**src/hdl/dehs_pkg.sv**
```systemverilog
`timescale 1ns / 1ps
`default_nettype none
// ----------------------------------------------------------------------------
// dehs_pkg
// Types, register codes and drive control constants shared by the drive
// enable-and-hold sequencer.
// ----------------------------------------------------------------------------
package dehs_pkg;

    localparam int CFG_IDX_W  = 3;
    localparam int CFG_DATA_W = 32;
    localparam int IN_DATA_W  = 64;
    localparam int IN_USER_W  = 2;
    localparam int OUT_DATA_W = 64;

    typedef enum logic [CFG_IDX_W-1:0] {
        CFG_HOLD_CYCLES     = 3'd0,
        CFG_RUN_TIMEOUT     = 3'd1,
        CFG_DISABLE_TICKS   = 3'd2,
        CFG_OPERATION_MODE  = 3'd3,
        CFG_MIN_VALID_COUNT = 3'd4
    } t_cfg_idx;

    typedef enum logic [1:0] {
        PH_RUN     = 2'd0,
        PH_DISABLE = 2'd1,
        PH_DONE    = 2'd2
    } t_phase;

    typedef enum logic [1:0] {
        OUT_PENDING       = 2'd0,
        OUT_COMPLETED     = 2'd1,
        OUT_NEVER_ENABLED = 2'd2
    } t_outcome;

    typedef struct packed {
        logic        [31:0] hold_cycles;
        logic        [31:0] run_timeout;
        logic        [15:0] disable_ticks;
        logic signed [7:0]  operation_mode;
        logic        [15:0] min_valid_count;
    } t_cfg;

    typedef struct packed {
        logic               stop_request;
        logic               exchange_complete;
        logic        [15:0] wkc;
        logic signed [31:0] position_actual;
        logic        [15:0] statusword;
    } t_in_item;

    // Reset values of the configuration registers
    localparam logic [31:0] RST_HOLD_CYCLES     = 32'd5000;
    localparam logic [31:0] RST_RUN_TIMEOUT     = 32'd30000;
    localparam logic [15:0] RST_DISABLE_TICKS   = 16'd300;
    localparam logic [7:0]  RST_OPERATION_MODE  = 8'd8;
    localparam logic [15:0] RST_MIN_VALID_COUNT = 16'd3;

    // Statusword decoding
    localparam logic [15:0] SW_STATE_MASK     = 16'h006f;
    localparam logic [15:0] SW_SOD_MASK       = 16'h004f;
    localparam logic [15:0] SW_FAULT          = 16'h0008;
    localparam logic [15:0] SW_SWITCH_ON_DIS  = 16'h0040;
    localparam logic [15:0] SW_READY          = 16'h0021;
    localparam logic [15:0] SW_SWITCHED_ON    = 16'h0023;
    localparam logic [15:0] SW_OP_ENABLED     = 16'h0027;

    // Controlword commands
    localparam logic [15:0] CW_NONE           = 16'h0000;
    localparam logic [15:0] CW_FAULT_RESET    = 16'h0080;
    localparam logic [15:0] CW_SHUTDOWN       = 16'h0006;
    localparam logic [15:0] CW_SWITCH_ON      = 16'h0007;
    localparam logic [15:0] CW_ENABLE_OP      = 16'h000f;

    function automatic logic [15:0] ladder_cw(input logic [15:0] sw);
        logic [15:0] cw;
        if ((sw & SW_FAULT) != 16'h0000) begin
            cw = CW_FAULT_RESET;
        end else if ((sw & SW_SOD_MASK) == SW_SWITCH_ON_DIS) begin
            cw = CW_SHUTDOWN;
        end else if ((sw & SW_STATE_MASK) == SW_READY) begin
            cw = CW_SWITCH_ON;
        end else if (((sw & SW_STATE_MASK) == SW_SWITCHED_ON) ||
                     ((sw & SW_STATE_MASK) == SW_OP_ENABLED)) begin
            cw = CW_ENABLE_OP;
        end else begin
            cw = CW_SHUTDOWN;
        end
        return cw;
    endfunction

endpackage
`default_nettype wire

```
**src/hdl/dehs_cfg_regs.sv**
```systemverilog
`timescale 1ns / 1ps
`default_nettype none
// ----------------------------------------------------------------------------
// dehs_cfg_regs
// Configuration register file: write-only, one register per index.
// ----------------------------------------------------------------------------
module dehs_cfg_regs (
    input  wire logic                            i_clk,
    input  wire logic                            i_rst_n,
    input  wire logic                            i_cfg_wr_en,
    input  wire logic [dehs_pkg::CFG_IDX_W-1:0]  i_cfg_index,
    input  wire logic [dehs_pkg::CFG_DATA_W-1:0] i_cfg_wdata,
    output dehs_pkg::t_cfg                       o_cfg
);
    import dehs_pkg::*;

    t_cfg r_cfg;

    always_ff @(posedge i_clk) begin
        if (!i_rst_n) begin
            r_cfg.hold_cycles     <= RST_HOLD_CYCLES;
            r_cfg.run_timeout     <= RST_RUN_TIMEOUT;
            r_cfg.disable_ticks   <= RST_DISABLE_TICKS;
            r_cfg.operation_mode  <= RST_OPERATION_MODE;
            r_cfg.min_valid_count <= RST_MIN_VALID_COUNT;
        end else if (i_cfg_wr_en) begin
            case (t_cfg_idx'(i_cfg_index))
                CFG_HOLD_CYCLES:     r_cfg.hold_cycles     <= i_cfg_wdata;
                CFG_RUN_TIMEOUT:     r_cfg.run_timeout     <= i_cfg_wdata;
                CFG_DISABLE_TICKS:   r_cfg.disable_ticks   <= i_cfg_wdata[15:0];
                CFG_OPERATION_MODE:  r_cfg.operation_mode  <= i_cfg_wdata[7:0];
                CFG_MIN_VALID_COUNT: r_cfg.min_valid_count <= i_cfg_wdata[15:0];
                default: begin
                    // drop writes to unused indexes
                end
            endcase
        end
    end

    assign o_cfg = r_cfg;

endmodule
`default_nettype wire

```
**src/hdl/dehs_in_stage.sv**
```systemverilog
`timescale 1ns / 1ps
`default_nettype none
// ----------------------------------------------------------------------------
// dehs_in_stage
// Input register: captures one transaction and holds it until the
// sequencer stage takes it.
// ----------------------------------------------------------------------------
module dehs_in_stage (
    input  wire logic                           i_clk,
    input  wire logic                           i_rst_n,
    input  wire logic                           i_s_tvalid,
    output logic                                o_s_tready,
    input  wire logic [dehs_pkg::IN_DATA_W-1:0] i_s_tdata,
    input  wire logic [dehs_pkg::IN_USER_W-1:0] i_s_tuser,
    output logic                                o_valid,
    input  wire logic                           i_take,
    output dehs_pkg::t_in_item                  o_item
);
    import dehs_pkg::*;

    logic     r_valid;
    t_in_item r_item;
    logic     w_load;

    assign o_s_tready = !r_valid || i_take;
    assign w_load     = i_s_tvalid && o_s_tready;

    always_ff @(posedge i_clk) begin
        if (!i_rst_n) begin
            r_valid <= 1'b0;
        end else if (w_load) begin
            r_valid <= 1'b1;
        end else if (i_take) begin
            r_valid <= 1'b0;
        end
    end

    always_ff @(posedge i_clk) begin
        if (w_load) begin
            r_item.statusword        <= i_s_tdata[15:0];
            r_item.position_actual   <= i_s_tdata[47:16];
            r_item.wkc               <= i_s_tdata[63:48];
            r_item.exchange_complete <= i_s_tuser[0];
            r_item.stop_request      <= i_s_tuser[1];
        end
    end

    assign o_valid = r_valid;
    assign o_item  = r_item;

endmodule
`default_nettype wire

```
**src/hdl/dehs_seq.sv**
```systemverilog
`timescale 1ns / 1ps
`default_nettype none
// ----------------------------------------------------------------------------
// dehs_seq
// Sequencer state, per-tick next-state logic and the result register.
// ----------------------------------------------------------------------------
module dehs_seq (
    input  wire logic                            i_clk,
    input  wire logic                            i_rst_n,
    input  wire dehs_pkg::t_cfg                  i_cfg,
    input  wire logic                            i_in_valid,
    input  wire dehs_pkg::t_in_item              i_item,
    output logic                                 o_take,
    output logic                                 o_m_tvalid,
    input  wire logic                            i_m_tready,
    output logic [dehs_pkg::OUT_DATA_W-1:0]      o_m_tdata
);
    import dehs_pkg::*;

    t_phase       r_phase,      n_phase;
    logic         r_latched,    n_latched;
    logic         r_was_en,     n_was_en;
    logic [31:0]  r_held,       n_held;
    logic [31:0]  r_run_ticks,  n_run_ticks;
    logic [31:0]  r_en_ticks,   n_en_ticks;
    logic [15:0]  r_dis_count,  n_dis_count;

    logic                  r_out_valid;
    logic [OUT_DATA_W-1:0] r_out_data;

    logic        w_is_enabled;
    logic        w_stop;
    logic [15:0] w_cw;
    t_outcome    w_outcome;

    assign o_take       = i_in_valid && (!r_out_valid || i_m_tready);
    assign w_is_enabled = (i_item.statusword & SW_STATE_MASK) == SW_OP_ENABLED;
    assign w_stop       = i_item.stop_request;

    // Next state
    always_comb begin
        n_phase     = r_phase;
        n_latched   = r_latched;
        n_was_en    = r_was_en;
        n_held      = r_held;
        n_run_ticks = r_run_ticks;
        n_en_ticks  = r_en_ticks;
        n_dis_count = r_dis_count;
        case (r_phase)
            PH_RUN: begin
                if (w_stop) begin
                    n_phase = PH_DONE;
                end else begin
                    if (!r_latched && i_item.exchange_complete &&
                        (i_item.wkc >= i_cfg.min_valid_count)) begin
                        n_latched = 1'b1;
                        n_held    = i_item.position_actual;
                    end
                    if (n_latched && w_is_enabled) begin
                        n_was_en = 1'b1;
                        if (r_en_ticks != '1) begin
                            n_en_ticks = r_en_ticks + 32'd1;
                        end
                    end
                    if (n_was_en && (n_en_ticks >= i_cfg.hold_cycles)) begin
                        n_dis_count = '0;
                        n_phase     = (i_cfg.disable_ticks == '0) ? PH_DONE : PH_DISABLE;
                    end else begin
                        if (r_run_ticks != '1) begin
                            n_run_ticks = r_run_ticks + 32'd1;
                        end
                        if (n_run_ticks >= i_cfg.run_timeout) begin
                            n_dis_count = '0;
                            n_phase     = (i_cfg.disable_ticks == '0) ? PH_DONE : PH_DISABLE;
                        end
                    end
                end
            end
            PH_DISABLE: begin
                if (w_stop) begin
                    n_phase = PH_DONE;
                end else begin
                    if (r_dis_count != '1) begin
                        n_dis_count = r_dis_count + 16'd1;
                    end
                    if (n_dis_count >= i_cfg.disable_ticks) begin
                        n_phase = PH_DONE;
                    end
                end
            end
            default: begin
                n_phase = PH_DONE;
            end
        endcase
    end

    // Result fields
    always_comb begin
        w_cw = CW_NONE;
        if ((r_phase == PH_RUN) && !w_stop && n_latched) begin
            w_cw = w_is_enabled ? CW_ENABLE_OP : ladder_cw(i_item.statusword);
        end
        if (n_phase == PH_DONE) begin
            w_outcome = n_was_en ? OUT_COMPLETED : OUT_NEVER_ENABLED;
        end else begin
            w_outcome = OUT_PENDING;
        end
    end

    always_ff @(posedge i_clk) begin
        if (!i_rst_n) begin
            r_phase     <= PH_RUN;
            r_latched   <= 1'b0;
            r_was_en    <= 1'b0;
            r_held      <= '0;
            r_run_ticks <= '0;
            r_en_ticks  <= '0;
            r_dis_count <= '0;
        end else if (o_take) begin
            r_phase     <= n_phase;
            r_latched   <= n_latched;
            r_was_en    <= n_was_en;
            r_held      <= n_held;
            r_run_ticks <= n_run_ticks;
            r_en_ticks  <= n_en_ticks;
            r_dis_count <= n_dis_count;
        end
    end

    always_ff @(posedge i_clk) begin
        if (!i_rst_n) begin
            r_out_valid <= 1'b0;
        end else if (o_take) begin
            r_out_valid <= 1'b1;
        end else if (i_m_tready) begin
            r_out_valid <= 1'b0;
        end
    end

    always_ff @(posedge i_clk) begin
        if (o_take) begin
            r_out_data <= {4'b0000, w_outcome, n_phase, n_held,
                           i_cfg.operation_mode, w_cw};
        end
    end

    assign o_m_tvalid = r_out_valid;
    assign o_m_tdata  = r_out_data;

endmodule
`default_nettype wire

```
**src/hdl/drive_enable_hold_sequencer_core.sv**
```systemverilog
`timescale 1ns / 1ps
`default_nettype none
// ----------------------------------------------------------------------------
// drive_enable_hold_sequencer_core
// Drive enable-and-hold sequencer: one control tick in, one command out.
//
// Each input transaction carries one tick of drive feedback; each output
// transaction carries the controlword, mode, hold position, phase and
// outcome for that tick. On the first tick with valid process data the
// position is latched, then the controlword walks the enable ladder, holds
// while the drive is enabled, and moves through a zero-controlword disable
// phase to finished. A stop request finishes at once.
// Between input acceptance and output valid lie the input register and then
// the result register. Throughput is one transaction per cycle while the
// receiver does not stall, set by the combinational next-state logic
// between the two registers. When the receiver stalls, the result register
// holds and the input register still takes one more transaction before
// tready drops. Synchronous active-low reset clears the sequencer state to
// the run phase and loads the configuration defaults; both channels come
// out empty. Configuration writes take effect on the next cycle, and
// they are to be made while idle; the block itself does not enforce this.
// ----------------------------------------------------------------------------
module drive_enable_hold_sequencer_core (
    input  wire logic                            i_clk,
    input  wire logic                            i_rst_n,
    // configuration write port
    input  wire logic                            i_cfg_wr_en,
    input  wire logic [dehs_pkg::CFG_IDX_W-1:0]  i_cfg_index,
    input  wire logic [dehs_pkg::CFG_DATA_W-1:0] i_cfg_wdata,
    // input stream
    input  wire logic                            i_s_axis_tvalid,
    output logic                                 o_s_axis_tready,
    // [15:0] statusword, [47:16] position_actual, [63:48] wkc
    input  wire logic [dehs_pkg::IN_DATA_W-1:0]  i_s_axis_tdata,
    // [0] exchange_complete, [1] stop_request
    input  wire logic [dehs_pkg::IN_USER_W-1:0]  i_s_axis_tuser,
    // output stream
    output logic                                 o_m_axis_tvalid,
    input  wire logic                            i_m_axis_tready,
    // [15:0] controlword, [23:16] mode_out, [55:24] target_position,
    // [57:56] phase, [59:58] outcome, [63:60] zero
    output logic [dehs_pkg::OUT_DATA_W-1:0]      o_m_axis_tdata
);
    import dehs_pkg::*;

    t_cfg     w_cfg;
    t_in_item w_item;
    logic     w_in_valid;
    logic     w_take;

    dehs_cfg_regs u_cfg (
        .i_clk       (i_clk),
        .i_rst_n     (i_rst_n),
        .i_cfg_wr_en (i_cfg_wr_en),
        .i_cfg_index (i_cfg_index),
        .i_cfg_wdata (i_cfg_wdata),
        .o_cfg       (w_cfg)
    );

    dehs_in_stage u_in (
        .i_clk      (i_clk),
        .i_rst_n    (i_rst_n),
        .i_s_tvalid (i_s_axis_tvalid),
        .o_s_tready (o_s_axis_tready),
        .i_s_tdata  (i_s_axis_tdata),
        .i_s_tuser  (i_s_axis_tuser),
        .o_valid    (w_in_valid),
        .i_take     (w_take),
        .o_item     (w_item)
    );

    dehs_seq u_seq (
        .i_clk      (i_clk),
        .i_rst_n    (i_rst_n),
        .i_cfg      (w_cfg),
        .i_in_valid (w_in_valid),
        .i_item     (w_item),
        .o_take     (w_take),
        .o_m_tvalid (o_m_axis_tvalid),
        .i_m_tready (i_m_axis_tready),
        .o_m_tdata  (o_m_axis_tdata)
    );

endmodule
`default_nettype wire

```
**config.mk**
```make
export PLATFORM = sky130hd
export DESIGN_NAME = drive_enable_hold_sequencer_core
export DESIGN_NICKNAME = d
export VERILOG_FILES = /design/src/hdl/dehs_pkg.sv /design/src/hdl/dehs_cfg_regs.sv /design/src/hdl/dehs_in_stage.sv /design/src/hdl/dehs_seq.sv /design/src/hdl/drive_enable_hold_sequencer_core.sv
export SDC_FILE = /design/constraint.sdc
export NUM_CORES = 1
export LEC_CHECK = 0
export ABC_CLOCK_PERIOD_IN_PS = 4940
export BUFFER_PORTS_ARGS = -buffer_cell sky130_fd_sc_hd__buf_2
export CAP_MARGIN = 5
export CELL_PAD_IN_SITES_DETAIL_PLACEMENT = 1
export CELL_PAD_IN_SITES_GLOBAL_PLACEMENT = 1
export CORE_AREA = 5 5 207 209
export DETAILED_ROUTE_END_ITERATION = 12
export DIE_AREA = 0 0 212 214
export PLACE_DENSITY = 0.7
export SLEW_MARGIN = 20
export SYNTH_ARGS = -nofsm -noshare
export SYNTH_HDL_FRONTEND = slang
export SYNTH_SLANG_ARGS = --single-unit
```
**constraint.sdc**
```tcl
create_clock -name i_clk -period 4.94 [get_ports i_clk]
set_input_delay 0.988 -clock i_clk [delete_from_list [all_inputs] [get_ports i_clk]]
set_output_delay 0.988 -clock i_clk [all_outputs]
set_load 0.02 [all_outputs]
```
==> impl_metrics.tcl <==
set metrics [dict create \
    yosysTopAreaCell "dfxtp_1" \
    relSlewSlack_pct 37.2 \
    crit_slowest_cell "edfxtp_1" \
    yosys.area_share.simple_pct 18.2 \
    cts_sinks 326 \
    syn_area_sq_um 16000 \
    synth-edff-count 104 \
    required_ns 5.24 \
    seqCellArea_sq_um 7570 \
    wire_per_inst_microns 19.0 \
    tightest_slew_ns 0.940 \
    holdBufCountCts 0 \
    period_share_pct 96.2 \
    cts_tree "done" \
    clockBufferDepth 3 \
    cpMostUsedCell "buf_4" \
    synth-adder-area-share_pct 7.72 \
    synth_cell_types 74 \
    ctsRootBufferMaster "clkbuf_16" \
    first_pass_iters 4 \
    synthMuxAreaShare_pct 4.62 \
    syn_avg_cell_area_sq_um 9.26 \
    grt_pass1_vias 13401 \
    final.setup_skew_ns 0.0160 \
    final_cell_mix "nand2_1 (274), dfxtp_1 (220), a21oi_1 (164)" \
    vias_per_cell 5.32 \
    fmax_mhz 210 \
    drt_iter0_drc 447 \
    ant_nets 0 \
    leakage_uw 0.00728 \
    io_buffers 146 \
    yosys_most_used_dff "dfxtp_1" \
    synth_warnings 0 \
    io_pins 172 \
    h-tree-depth 2 \
    ys_seq_elements 326 \
    p_per_area_nw_per_um2 327 \
    r2r_cells 22 \
    synthToLayoutAreaGrowth_pct 18.8 \
    die_x_microns 212 \
    dp.final_hpwl_mm 31.8 \
    drc 0 \
    grt_pass1_wl_mm 73.3 \
    drv_cap 0 \
    drive_gt1_share_pct 18.0 \
    min_period_ns 4.75 \
    worstSetupEndpoint "u_seq.o_m_tdata[59]$_SDFFCE_PP0P_" \
    gr-usage-all-layers_pct 19.9 \
    dieHeight_microns 214 \
    setup_viol 0 \
    core_sq_um 40600 \
    critPathMaxStageDelay_ns 0.37 \
    worstPathMaxFanout 5 \
    r2r-end "u_seq.o_m_tdata[59]$_SDFFCE_PP0P_" \
    report.final.slew_viol_count 0 \
    status "completed" \
    dpl.cell_count 2365 \
    critPathKind "flip-flop to flip-flop" \
    hold_ws_ns 0.449 \
    ys_top_cells_by_area "dfxtp_1 (28%), edfxtp_1 (19%), ha_1 (7.7%)" \
    row_count 74 \
    netlist.area_leader.share_pct 27.7 \
    numCtsBuffers 39 \
    grt_max_degree 104 \
    synth_top_family_by_area "simple AND/OR/NAND/NOR gates" \
    final_common_cell "nand2_1" \
    die-area_sq_um 45400 \
    grt_overflow 0 \
    ff2ff_setup_slack_ns 0.19 \
    arrival_ns 5.05 \
    path_clk_slew_ns 0.06 \
    yosysSeqAreaShare_pct 47.2 \
    routed_wl_mm 46.5 \
    fill_cells 4646 \
    final_net_count 2089 \
    clk_latency_ns 0.57 \
    hp-class "flip-flop to flip-flop" \
    multi_input_area_sq_um 7900 \
    synth-xor-area-share_pct 4.31 \
    finalHoldViolCount 0 \
    num_vias 13031 \
    total_power_uw 6220 \
    crit_path_start_kind "flip-flop" \
    finalNonFillerCells 2450 \
    postSynth.asyncResetShare_pct 0 \
    cp-end-kind "flip-flop" \
    crit_chain "ha_1 > nand4_1 > buf_4 > nor3_2 > nor3_2 > nand4b_1 > and2_4 > buf_6 > nand3_4 > nor2_4 > xor2_2 > ha_4 > a21o_1 > a21oi_2 > o22ai_2 > o31ai_2 > o311a_1 > o211ai_1 > buf_4 > buf_4 > o41ai_4 > nor2b_1" \
    antenna_found_initial 6 \
    gp_congestion 0.786 \
    worstReg2RegStart "u_in.o_item[62]$_DFFE_PP_" \
    synthCells 1733 \
    start_util_pct 39.5 \
    irDropWorstVdd_mv 0.345 \
    critPathLaunch "u_in.o_item[62]$_DFFE_PP_" \
    fin_setup_tns_ns 0 \
    synth-compound-area-share_pct 12.5 \
]
[routing by layer]
layer | share of wire [%] | global-route usage, % | vias up
li1 | - | - | 6357
met3 | 3.7 | 3.86 | 66
met2 | 50 | 33.7 | 165
met5 | 0.047 | 0 | -
met1 | 44 | 25.7 | 6439
met4 | 2.2 | 5.65 | 4
[cells in the mapped netlist, drive strengths merged (16+ instances only)]
cell      n
o21ai    60
ha       99
nand2   278
dfxtp   222
clkbuf   69
buf      30
nor4     16
xor2     34
nor2    109
nand4    33
mux2i    37
mux2     33
and3     22
o211ai   23
a21oi   167
or3      32
xnor2    45
edfxtp  104
inv     109
nand3    40
[logic make-up after synthesis]
logic type                 after synthesis
DFF                                    326
muxes                                   70
xor gates and xnor gates                79
and+or+nand+nor                        612
buffers and inverters                  209
AOI/OAI and AO/OA                      337
other                                    1
adders and majority gates               99
[layout make-up]
type,count,area share [%]
multi-input combinational,1212,41.5
sequential,326,39.7
timing repair buffer,195,6.18
clock buffer,60,6.11
tap,532,3.49
inverter,110,2.19
clock inverter,11,0.762
antenna,4,0.0525
[repair_timing]
action                     4_1_cts  5_1_grt
setup buffers                    4        4
gates cloned                     1        1
pin swaps                        3       21
resized for setup               11       42
setup endpoints to repair       54       54
[worst max-delay path, delay by kind of cell, from the launching register on]
family	cells	cell delay [ns]
AOI/OAI and AO/OA	7	1.46
xor gates and xnor gates	1	0.22
adders and majority gates	2	0.55
buffers and inverters	4	0.60
DFF	1	0.37
and+or+nand+nor	8	1.27
[state kept, by name, indices dropped and copies added, names as in the netlist]
register           flops
u_cfg.o_cfg          104
u_in.o_item           56
u_in.o_valid           1
u_seq.o_m_tdata       48
u_seq.o_m_tvalid       1
u_seq.r_dis_count     16
u_seq.r_en_ticks      32
u_seq.r_held          32
u_seq.r_latched        1
u_seq.r_phase          2
u_seq.r_run_ticks     32
u_seq.r_was_en         1
[worst min-delay path by stage]
stage,from,to,cells past startpoint
global placement,u_cfg.o_cfg[18]$_SDFFE_PN0P_,u_seq.o_m_tdata[18]$_DFFE_PP_,0
global route,u_cfg.o_cfg[19]$_SDFFE_PN1P_,u_seq.o_m_tdata[19]$_DFFE_PP_,0
CTS,u_cfg.o_cfg[19]$_SDFFE_PN1P_,u_seq.o_m_tdata[19]$_DFFE_PP_,0
floorplan,u_cfg.o_cfg[16]$_SDFFE_PN0P_,u_seq.o_m_tdata[16]$_DFFE_PP_,0
detailed placement,u_cfg.o_cfg[22]$_SDFFE_PN0P_,u_seq.o_m_tdata[22]$_DFFE_PP_,0
finish,u_cfg.o_cfg[19]$_SDFFE_PN1P_,u_seq.o_m_tdata[19]$_DFFE_PP_,0
[power by group]
part	leakage (uW)	internal, uW	switching, uW
combinational	0.00385	136	263
clock	0.000644	1750	1190
sequential	0.00278	2850	36.9
[per-stage QoR]
step           worst slack [ns]  instance area (sq um)  util [%]
2_1_floorplan             0.559                  16100         -
3_3_place_gp             -0.172                  17400      42.8
3_5_place_dp             -0.322                  17400      42.8
4_1_cts                  0.0110                  18800      46.3
5_1_grt                 -0.0496                  19100      46.9
6_report                  0.185                  19100      46.9
Note: power is estimated with default switching activity, not from simulation.
